**src/sv/sem_pkg.sv**
```systemverilog
package sem_pkg;

  localparam int MAX_WIDTH = 1024;
  localparam int COL_W     = $clog2(MAX_WIDTH);
  localparam int WID_W     = COL_W + 1;
  localparam int HGT_W     = 12;
  localparam int ROW_W     = HGT_W + 1;
  localparam int CFGW_W    = 11;
  localparam int CH_W      = 8;
  localparam int PIX_W     = 3 * CH_W;
  localparam int GRAD_W    = 11;
  localparam int SUM_W     = 21;
  localparam int CLAMP_LIM = 65280;

  localparam logic CFG_FRAME_WIDTH  = 1'b0;
  localparam logic CFG_FRAME_HEIGHT = 1'b1;

  localparam logic KIND_PIXEL = 1'b0;
  localparam logic KIND_DRAIN = 1'b1;

  typedef enum logic [2:0] {
    ST_IDLE,
    ST_READ,
    ST_PUSH,
    ST_GRAD,
    ST_SUM,
    ST_ROOT,
    ST_FIN
  } state_e;

  typedef struct packed {
    logic       capture;
    logic       restart;
    logic       rd;
    logic       push;
    logic       grad;
    logic       sum;
    logic       root_step;
    logic [2:0] bit_idx;
    logic       fin;
  } cmd_t;

  typedef struct packed {
    logic frame_done;
    logic drained;
    logic emit_ok;
    logic out_busy;
  } status_t;

endpackage

```
**src/sv/sem_ctrl.sv**
```systemverilog
module sem_ctrl (
  input  logic             clk_i,
  input  logic             rst_ni,
  input  logic             in_valid_i,
  input  logic             in_kind_i,
  output logic             in_ready_o,
  input  sem_pkg::status_t status_i,
  output sem_pkg::cmd_t    cmd_o
);
  import sem_pkg::*;

  state_e     state_q, state_d;
  logic       emit_q, emit_d;
  logic       double_q, double_d;
  logic [2:0] bit_q, bit_d;

  always_ff @(posedge clk_i or negedge rst_ni) begin
    if (!rst_ni) begin
      state_q  <= ST_IDLE;
      emit_q   <= 1'b0;
      double_q <= 1'b0;
      bit_q    <= '0;
    end else begin
      state_q  <= state_d;
      emit_q   <= emit_d;
      double_q <= double_d;
      bit_q    <= bit_d;
    end
  end

  always_comb begin
    state_d    = state_q;
    emit_d     = emit_q;
    double_d   = double_q;
    bit_d      = bit_q;
    in_ready_o = 1'b0;
    cmd_o      = '0;
    cmd_o.bit_idx = bit_q;
    case (state_q)
      ST_IDLE: begin
        in_ready_o = 1'b1;
        if (in_valid_i) begin
          cmd_o.capture = 1'b1;
          if (in_kind_i == KIND_PIXEL) begin
            cmd_o.restart = status_i.frame_done;
            emit_d   = !status_i.frame_done && status_i.emit_ok;
            double_d = 1'b0;
            state_d  = ST_READ;
          end else if (status_i.frame_done && !status_i.drained) begin
            emit_d   = 1'b1;
            double_d = !status_i.emit_ok;
            state_d  = ST_READ;
          end
        end
      end
      ST_READ: begin
        cmd_o.rd = 1'b1;
        state_d  = ST_PUSH;
      end
      ST_PUSH: begin
        cmd_o.push = 1'b1;
        if (double_q) begin
          double_d = 1'b0;
          state_d  = ST_READ;
        end else if (emit_q) begin
          state_d = ST_GRAD;
        end else begin
          state_d = ST_IDLE;
        end
      end
      ST_GRAD: begin
        cmd_o.grad = 1'b1;
        state_d    = ST_SUM;
      end
      ST_SUM: begin
        cmd_o.sum = 1'b1;
        bit_d     = 3'd7;
        state_d   = ST_ROOT;
      end
      ST_ROOT: begin
        cmd_o.root_step = 1'b1;
        bit_d = bit_q - 3'd1;
        if (bit_q == 3'd0) begin
          state_d = ST_FIN;
        end
      end
      ST_FIN: begin
        if (!status_i.out_busy) begin
          cmd_o.fin = 1'b1;
          state_d   = ST_IDLE;
        end
      end
      default: begin
        state_d = ST_IDLE;
      end
    endcase
  end

endmodule

```
**config.mk**
```make
export PLATFORM = sky130hd
export DESIGN_NAME = sem_ctrl
export DESIGN_NICKNAME = d
export VERILOG_FILES = /design/src/sv/sem_pkg.sv /design/src/sv/sem_ctrl.sv
export SDC_FILE = /design/constraint.sdc
export NUM_CORES = 1
export LEC_CHECK = 0
export BUFFER_PORTS_ARGS = -buffer_cell sky130_fd_sc_hd__buf_2
export CORE_MARGIN = 2
export CORE_UTILIZATION = 30
export CTS_CLUSTER_DIAMETER = 150
export DETAILED_ROUTE_END_ITERATION = 6
export GPL_TIMING_DRIVEN = 0
export PLACE_DENSITY_LB_ADDON = 0.25
export SLEW_MARGIN = 10
export SYNTH_ARGS = -nofsm -noshare
export SYNTH_HDL_FRONTEND = slang
export SYNTH_SLANG_ARGS = --single-unit
export TNS_END_PERCENT = 50
```
**constraint.sdc**
```tcl
create_clock -name clk_i -period 1.73 [get_ports clk_i]
set_input_delay 0.346 -clock clk_i [delete_from_list [all_inputs] [get_ports clk_i]]
set_output_delay 0.346 -clock clk_i [all_outputs]
set_load 0.1 [all_outputs]
```
After elaboration in Yosys (flattened, before gate mapping)
Index checks and enable logic that the tools add are counted.

Register bits: 8. Input port bits: 8. Logic and storage cells: 54.

Multiplexer cells: 26. Add/subtract/negate cells: 1. Reduce and logical (&&, ||, !) cells: 12. Equal/unequal tests: 11.

Operators by type and width (number): one-hot mux 3 bit (7 select lines) (1); 2-to-1 mux 3 bit (6); 2-to-1 mux 1 bit (14); == test 3 bit (second input constant) (3); == test 3 x 2 -> 1 bit (second input constant) (2); logical NOT 3 bit (2); 2-to-1 mux 2 bit (3); inequality test 2 bit (second input constant) (3); one-hot mux 3 bit (2 select lines) (1); AND reduction 3 bit (2); AND reduction 4 bit (1); nonzero test 2 bit (2); == test 3 x 1 -> 1 bit (second input constant) (1); logical NOT 1 bit (3); inequality test 3 bit (second input constant) (1); subtractor 3 x 1 -> 3 bit (second input constant) (1); logical AND 1 bit (2); inequality test 2 x 1 -> 1 bit (second input constant) (1); one-hot mux 1 bit (2 select lines) (1).

Depth between registers and ports, before layout
Gate-level depths: netlist of the first run.

Depth after elaboration: 6. Depth in mapped cells: 7. Mapped depth without buffers: 7.

Least setup slack after synthesis of the first run
OpenSTA, ideal clock, no wires.

Path kind: register to output. From: register state_q[0]. To: output cmd_o[8] (netlist name). Path slack: -1.495 ns. Stages on the path, launching flop included: 3. Buffers on the path: 1. Data required time: 1.384 ns. Arrival: 2.879 ns. Cells stage by stage: dfrtp_1 -> buf_2 -> nor3b_1.

RTL lines: from (decl) (line sem_ctrl.sv:12) `state_e state_q, state_d;`; from (signal assigned) (line sem_ctrl.sv:24) `state_q <= state_d;`; to (decl) (line sem_ctrl.sv:8) `output sem_pkg::cmd_t cmd_o`.

==> results.md, run 1 <==
- Reg2Reg Depth: 6
- Endpoints failing hold: 0
- Worst slew margin: 0.680
- Top-area cell type share of the netlist area: 0.377
- Tightest Pin Transition: just under 500 ps
- Largest cells by area after synthesis: dfrtp_1, ha_1, nor4b_4
- Worst Hold Class: input pin to flip-flop
- Net Count, Synth: 68
- Worst Path Arrival: roughly 1500 ps
- Yosys cell types: 28
- Final min period: 1840 ps
- Root buffer cell: clkbuf_4
- Via density: 5.11
- Critical path class: flip-flop to primary output
- CTS Buf Count: 3
- FMAX: ~540 MHz
- Total number of vias: roughly 550
- FP Rows: 15
- Synthesized-area fraction occupied by adder cells: 0.0472
- CTS H-tree lvls: 1
- Reg2reg setup slack: 360 ps
- Slew Limit Fails: 0
- Clk buf depth: 2
- RSZ-0062 raised after global routing: yes
- Layout cells sized above 1: 0.500
- Register bit total from synthesis: 8
- Cell with the most instances after synthesis: dfrtp_1
- Hold Path Sink: emit_q
- Post-synth ARST share: 1.00
- Nets: between 100 and 150
- Vias in the first global route: 450
- Layout area overhead: 66.7%
- Worst hold stages: 2
- Fin Clk Skew: roughly 2.6 ps
- Global-route wire length before repair: 1990 microns
- GRT Residual Overflow: 0
- Beginning of the worst hold path: in_kind_i
- PortBufs: 19
- Routability cong.: 0.790
- EDFF count, synth: 0
- Reg2Reg Capture Point: emit_q
- Die height: ~46 microns
- Die Wd: between 40 and 50 microns
- Top_reg_cell synth: dfrtp_1
- CTS sink cnt: 8
- Detailed Route Iter0 Violations: 7
- Routed Antenna Nets: 0
- Clock transition at the registers of the reported paths: around 60 ps
- Post-detail-place hpwl: 873 microns
- Compound-cell area share of the yosys netlist: 0.163
- Antenna cell count: 0
- DR WL/cell: between 10 and 15 microns
- Largest net degree at the start of global routing: 11
- Largest family of logic cells by synthesized area: simple AND/OR/NAND/NOR gates
- XOR/XNOR Fraction of Synth Area: 0
- Clock Latency Late Sink: roughly 270 ps
- Sequential share of the synthesized area: 0.377
- Core Area: around 1700 sq um
- Residual DRC: 0
- Crit. End Element: primary output
- Syn avg cell area: between 9 and 10 sq um
- Worst slack at placement: -57.4 ps
- GRT Total Usage: 0.139
- Starting density of the core: 0.314
- Post-Syn Area: approximately 530 sq um
- Status: finished, violations left
- Drt first pass iters: 4
- Post-Route WL: between 1000 and 1500 microns
- Worst Path Max Fanout: 5
- I/O pin count: 20
- Simple-gate share of the synthesized area: 0.318
- Max Cap Viol: 0
- Startpoint types: flip-flop
- Die Area: approximately 2100 sq um
- Cell taking the most area after synthesis: dfrtp_1
- Failing checks: negative setup slack
- Synth Warn #: 0
- Post-synthesis mux area share: 0.0189
- Reg2reg start: state_q[2]
- Syn Inst Count: 58
- Final core utilization: 0.524
- Final WS setup: -107 ps
- Initial antenna violation count: 0
- Fin crit share: 1.06
- Post-synth top cells: dfrtp_1, inv_1, nor2_1, o21ai_0
- Final setup viols: 3
- TritonCTS clock tree: done
- Critical Path RT: 1380 ps
routing by layer:
layer  GRT usage  share of wire  wire (microns)
met1       0.160           0.41             568
met2       0.208           0.51             702
met3      0.0745          0.058              80
met4      0.0686          0.018              25
met5           0              0               0
worst max path at each step:
stage / slack, ps / startpoint / endpoint
CTS: -90 / state_q[0] / cmd_o[9]
global placement: -50 / state_q[0] / cmd_o[9]
detailed placement: -60 / state_q[0] / cmd_o[9]
finish: -110 / state_q[2] / cmd_o[9]
floorplan: -790 / state_q[0] / cmd_o[9]
global route: -170 / state_q[2] / cmd_o[9]
logic make-up (layout without fill, tap and decap cells):
| kind of cell | after synthesis | after routing |
|---|---|---|
| multiplexers | 1 | 1 |
| flip-flops | 8 | 8 |
| AND/OR/NAND/NOR | 23 | 23 |
| adder cells (fa/ha/maj) | 2 | 2 |
| AO/OA/AOI/OAI | 15 | 15 |
| buffers and inverters | 9 | 41 |
registers in the layout, indices dropped and copies added, names as in the netlist:
register	flops
bit_q	3
state_q	3
double_q	1
emit_q	1
critical path, cell delays in order (launching register included):
cell and delay [ps]:
dfrtp_2 450, nor4b_4 350, and3b_4 250, buf_12 170
cell usage in the layout (no fill, tap or decap), drive strengths merged:
master,count
nand3b,2
clkbuf,4
nor3,1
nor3b,2
a21o,1
nor2,4
a31oi,3
and4bb,1
dlygate4sd3,1
o31ai,1
and3b,2
nor4b,2
o21ai,7
and2b,1
buf,30
a21boi,1
and2,1
nand3,1
nand2b,2
nor2b,1
nand2,3
a21oi,2
inv,6
dfrtp,8
ha,2
mux2i,1
repair_timing:
item | in CTS | in global routing
pin swaps | 1 | 2
hold buffers | 1 | 0
endpoints found under the setup margin | 9 | 9
endpoints found under the hold margin | 8 | 0
gates resized for setup | 24 | 10
setup buffers | 2 | 6
per-stage QoR:
stage                     std cells  setup TNS (ps)  hold slack [ps]  cell area (sq um)
after global placement           94           -46.2              202                679
after CTS                       101            -231              301                810
after global routing            107            -461              323                885
after floorplan                  58           -2940             50.4                563
final                           107            -148              312                885
after detailed placement         94           -57.4              203                679
layout make-up:
cell class	instances	area, sq um
Sequential cell	8	204
Timing Repair Buffer	28	253
Clock buffer	4	26.3
Multi-Input combinational cell	41	320
Tap cell	17	21.3
Buffer	3	37.5
Fill cell	166	805
Inverter	6	22.5
Power of run 1 is not shown: default switching activity piles up to over one toggle a cycle in this logic, so the estimate is an artifact.
==> run 2, diff against run 1 <==
Settings changed: CORE_AREA set to 2 2 39 41, CORE_MARGIN 2 to unset, CORE_UTILIZATION 30 to unset, DIE_AREA set to 0 0 41 43.
==> run 2 against run 1 <==
  * The flow still finishes with violations (negative setup slack)
  * Clock skew rose by 4.9 ps
  * Wire length rose by 0.15%
  * First-iteration DRC count fell by 71%
  * Sequential cell count did not move
  * Worst setup slack improved by 39 ps
  * Fmax rose by 2.1%
  * Hold slack improved by 29 ps
  * Sequential share of layout area fell by 0.24 points
  * Cell area rose by 0.42%
  * Register-to-register slack improved by 80 ps
  * Critical path depth did not move
  * Die area fell by 17%
  * Critical path type unchanged
  * Highest routed layer is now met3
==> results.md, run 2 (synthesis gave the netlist of run 1 again) <==
- FP Rows: 14 (-1)
- Hold slack: 342 ps (+29.3 ps)
- Nets: 99 (-2.0%)
- Clock transition at the registers of the reported paths: 60 ps (about the same)
- Core Area: 1380 sq um (-18%)
- Tightest Pin Transition: 485 ps (+1.76 ps)
- Final min period: 1800 ps (-38.6 ps)
- GRT Total Usage: 0.187 (+0.0478)
- Starting density of the core: 0.383 (+0.0693)
- Worst Path Max Fanout: 4 (-1)
- Slew Limit Fails: 0 (unchanged)
- Fin Clk Skew: 7.49 ps (+4.90 ps)
- Die height: 43 microns (-6.6%)
- Routed Antenna Nets: 0 (unchanged)
- Startpoint types: flip-flop
- Critical Path RT: 1380 ps (about the same)
- Die Wd: 41 microns (-11%)
- Critical path class: flip-flop to primary output
- Final WS setup: -68.6 ps (+38.6 ps)
- Endpoints failing hold: 0 (unchanged)
- CTS H-tree lvls: 1 (unchanged)
- Worst Hold Class: input pin to flip-flop
- Post-Route WL: 1380 microns (+0.15%)
- Initial antenna violation count: 0 (unchanged)
- Routed met2 length: 756 microns (+7.7%)
- Routability cong.: 0.710 (-10%)
- Antenna cell count: 0 (unchanged)
- Clk buf depth: 2 (unchanged)
- Crit. End Element: primary output
- Most frequent cells in the layout: buf_2, buf_4, inv_1, dfrtp_1, buf_12
- Status: finished, violations left
- Drt first pass iters: 3 (-1)
- DR WL met3: 70 microns (-13%)
- Layout area overhead: 67.5%
- FMAX: 556 MHz (+2.1%)
- Detailed Route Iter0 Violations: 2 (-5)
- Global-route wire length before repair: 2220 microns (+12%)
- Residual DRC: 0 (unchanged)
- Top layer in use: met3
- Vias in the first global route: 535 (+19%)
- Final setup viols: 1 (-2)
- CTS Buf Count: 3 (unchanged)
- Most common cell after layout, fill and taps aside: buf_2
- Post-detail-place hpwl: 874 microns (about the same)
- Clock Latency Late Sink: 250 ps (-20 ps)
- RSZ-0062 raised after global routing: yes
- Failing checks: negative setup slack
- DR WL/cell: 13.3 microns (+3.0%)
- Largest net degree at the start of global routing: 11 (unchanged)
- Via density: 5.10 (-0.31%)
- PortBufs: 19 (unchanged)
- Fin crit share: 1.04 (-0.0223)
- Max Cap Viol: 0 (unchanged)
- I/O pin count: 20 (unchanged)
- CTS sink cnt: 8 (unchanged)
- TritonCTS clock tree: done
- Root buffer cell: clkbuf_4
- Layout cells sized above 1: 0.477 (-0.0227)
- GRT Residual Overflow: 0 (unchanged)
- Metal-1 WL: 552 microns (-2.8%)
- Total number of vias: 530 (-3.1%)
- Worst Path Arrival: 1450 ps (-40 ps)
- Die Area: 1760 sq um (-17%)
- Worst slew margin: 0.679 (-0.00117)
- Regs by FF count: bit_q x3, state_q x3
[run 2: cell types whose count changed in the layout (fill, tap and decap cells not counted)]
cell,previous run,this run
buf_8,1,2
buf_4,9,7
buf_6,6,3
buf_12,4,6
dfrtp_1,5,6
dfrtp_2,3,2
[run 2: worst paths after layout]
path,to,slack (ps),cells past startpoint,start
setup / recovery,cmd_o[9],-70,3,state_q[2]
hold / removal,emit_q,340,2,in_kind_i
setup reg to reg,emit_q,440,5,state_q[2]
hold reg to reg,bit_q[0],490,1,bit_q[0]
max in group asynchronous,state_q[2],1080,2,rst_ni
min in group asynchronous,emit_q,460,2,rst_ni
[run 2: per-layer routing]
metal,up-vias,global-route usage
met4,0,0.0400
met5,-,0
met1,257,0.210
met2,13,0.322
met3,0,0.0628
li1,260,-
[run 2: layout make-up]
cell class	count	area, sq um
plain buffers	2	22.5
repair buffers	27	274
inverters	6	22.5
clock buffers	4	26.3
flip-flops and latches	8	203
fillers	128	495
multi-input cells	41	320
well taps	16	20.0
[run 2: timing repair]
item | CTS | global route
endpoints found under the hold margin | 8 | 0
gates resized for setup | 23 | 14
hold buffers | 1 | 0
setup buffers | 2 | 5
pin swaps | 1 | 3
endpoints found under the setup margin | 9 | 9
[run 2: critical path: stages (launching register included)]
cell     delay [ps]
dfrtp_2         440
nor4b_4         350
and3b_4         250
buf_12          170
[run 2: per-stage QoR]
step,setup TNS [ps],util,cells,area (sq um),setup slack [ps]
5_1_grt,-292,0.642,104,888,-141
3_5_place_dp,-46.4,0.490,93,678,-44.5
4_1_cts,-266,0.582,100,806,-95.6
3_3_place_gp,-34.0,0.490,93,678,-34.0
6_report,-68.6,0.642,104,888,-68.6
2_1_floorplan,-2940,-,58,563,-793
Power of run 2 is left out for the same reason.
==> run 3, diff against run 2 <==
==> constraint.sdc (replaced) <==
create_clock -name clk_i -period 1.73 [get_ports clk_i]
set_input_delay 0.0865 -clock clk_i [delete_from_list [all_inputs] [get_ports clk_i]]
set_output_delay 0.0865 -clock clk_i [all_outputs]
set_load 0.1 [all_outputs]
==> run 3 against run 2 <==
  * The flow now finishes without violations
  * Hold slack worse by 260 ps
  * Wire length shrank 20%
  * Cell count shrank 6.7%
  * Die area unchanged
  * Non-clock buffer count decreased by 6
  * Core utilization is 13 points lower
  * Critical path depth unchanged
  * Cell area shrank 20%
  * Fmax rose by 9.5%
  * Sequential cell count unchanged
==> results.md, run 3 (synthesis gave the netlist of run 1 again) <==
- Worst Hold Class: input pin to flip-flop
- CTS sink cnt: 8 (unchanged)
- CP peak stage delay: 460 ps (+20 ps)
- Post-Route WL: 1100 microns (-20%)
- Filler cells: 146 (+14%)
- Fin Clk Skew: 5.21 ps (-2.29 ps)
- Routed Antenna Nets: 0 (unchanged)
- Nets: 93 (-6.1%)
- Worst path cell trace: buf_4 > nor3b_2 > buf_2
- Global-route wire length before repair: 1830 microns (-18%)
- Final WS setup: 87.4 ps (+156 ps)
- Reg2reg start: state_q[0]
- Layout cells sized above 1: 0.407 (-0.0699)
- PortBufs: 19 (unchanged)
- Max Cap Viol: 0 (unchanged)
- Core Area: 1380 sq um (unchanged)
- Clk buf depth: 2 (unchanged)
- DR WL/cell: 11.3 microns (-15%)
- Antenna cell count: 0 (unchanged)
- Initial antenna violation count: 0 (unchanged)
- Routability cong.: 0.757 (+6.6%)
- Root buffer cell: clkbuf_4
- Slowest CP cell: buf_2
- GRT Total Usage: 0.152 (-0.0345)
- Regs by FF count: bit_q x3, state_q x3
- Worst slack at placement: 188 ps (+232 ps)
- Post-detail-place hpwl: 847 microns (-3.2%)
- CTS H-tree lvls: 1 (unchanged)
- Worst slew margin: 0.679 (about the same)
- Crit. End Element: primary output
- Status: finished clean
- Most frequent cells in the layout: buf_2, dfrtp_1, inv_1, clkbuf_4
- CTS Buf Count: 3 (unchanged)
- Hold slack: 81.2 ps (-260 ps)
- Total number of vias: 478 (-9.8%)
- Vias in the first global route: 456 (-15%)
- Critical Path RT: 1640 ps (+260 ps)
- Clock transition at the registers of the reported paths: 50 ps (about the same)
- Endpoints failing hold: 0 (unchanged)
- FMAX: 609 MHz (+9.5%)
- Critical path class: flip-flop to primary output
- TritonCTS clock tree: done
- Startpoint types: flip-flop
- Starting density of the core: 0.383 (unchanged)
- Largest net degree at the start of global routing: 11 (unchanged)
- RSZ-0062 raised after global routing: no
- Residual DRC: 0 (unchanged)
- GRT Residual Overflow: 0 (unchanged)
- Die height: 43 microns (unchanged)
- Reg2Reg Capture Point: emit_q
- Slew Limit Fails: 0 (unchanged)
- Worst hold stages: 2 (unchanged)
- Reg2Reg Depth: 4 (-1)
- Final min period: 1640 ps (-156 ps)
- Drt first pass iters: 2 (-1)
- Final setup viols: 0 (-1)
- Most common cell after layout, fill and taps aside: buf_2
- Clock Latency Late Sink: 250 ps (about the same)
- Die Wd: 41 microns (unchanged)
- Detailed Route Iter0 Violations: 4 (+2)
- I/O pin count: 20 (unchanged)
- Hold Path Sink: emit_q
- Fin crit share: 0.949 (-0.0902)
- FP Rows: 14 (unchanged)
- Die Area: 1760 sq um (unchanged)
- Reg2reg setup slack: 530 ps (+90 ps)
- Layout area overhead: 34.0%
- Setup TNS: 0 ps (+68.6 ps)
- Beginning of the worst hold path: in_kind_i
- Worst Path Max Fanout: 10 (+6)
- Tightest Pin Transition: 485 ps (-0.564 ps)
- Worst Path Arrival: 1560 ps (+110 ps)
- Via density: 4.93 (-3.3%)
==> run 3: worst max-delay path: cells and delay by family, from the launching register on <==
family | cells | cell delay [ps]
flops | 1 | 450
buf+inv | 2 | 670
simple gates | 1 | 190
==> run 3: cell type report <==
type / instances / area, sq um / share of cell area
plain buffers: 3 / 17.5 / 0.0246
flip-flops and latches: 8 / 200 / 0.282
inverters: 6 / 22.5 / 0.0317
repair buffers: 20 / 121 / 0.171
well taps: 16 / 20.0 / 0.0282
clock buffers: 3 / 22.5 / 0.0317
multi-input cells: 41 / 307 / 0.431
==> run 3: timing repair <==
| item | 4_1_cts | 5_1_grt |
|---|---|---|
| pin swaps | 0 | 0 |
| buffers inserted | 0 | 0 |
| endpoints found under the setup margin | 3 | 3 |
| hold buffers | 1 | 0 |
| gates resized for setup | 3 | 3 |
| hold endpoints to repair | 8 | 0 |
==> run 3: worst max-delay path by stage <==
| stage | endpoint | from |
|---|---|---|
| finish | cmd_o[7] | state_q[2] |
| global route | cmd_o[9] | state_q[0] |
| CTS | cmd_o[9] | state_q[0] |
| detailed placement | cmd_o[9] | state_q[0] |
| global placement | cmd_o[9] | state_q[0] |
| floorplan | state_q[0] | state_q[2] |
==> run 3: through the flow <==
step	instances	cell area (sq um)	util
CTS	97	702	0.507
global placement	93	662	0.478
floorplan	58	547	-
global route	97	711	0.514
finish	97	711	0.514
detailed placement	93	662	0.478
==> run 3: metal layers <==
layer / up-vias / wire (microns) / global-route usage
met2: 13 / 520 / 0.222
met4: 0 / 8 / 0.0600
met5: - / 0 / 0
met1: 215 / 516 / 0.203
li1: 248 / - / -
met3: 2 / 53 / 0.0471
Power of run 3 is left out for the same reason.
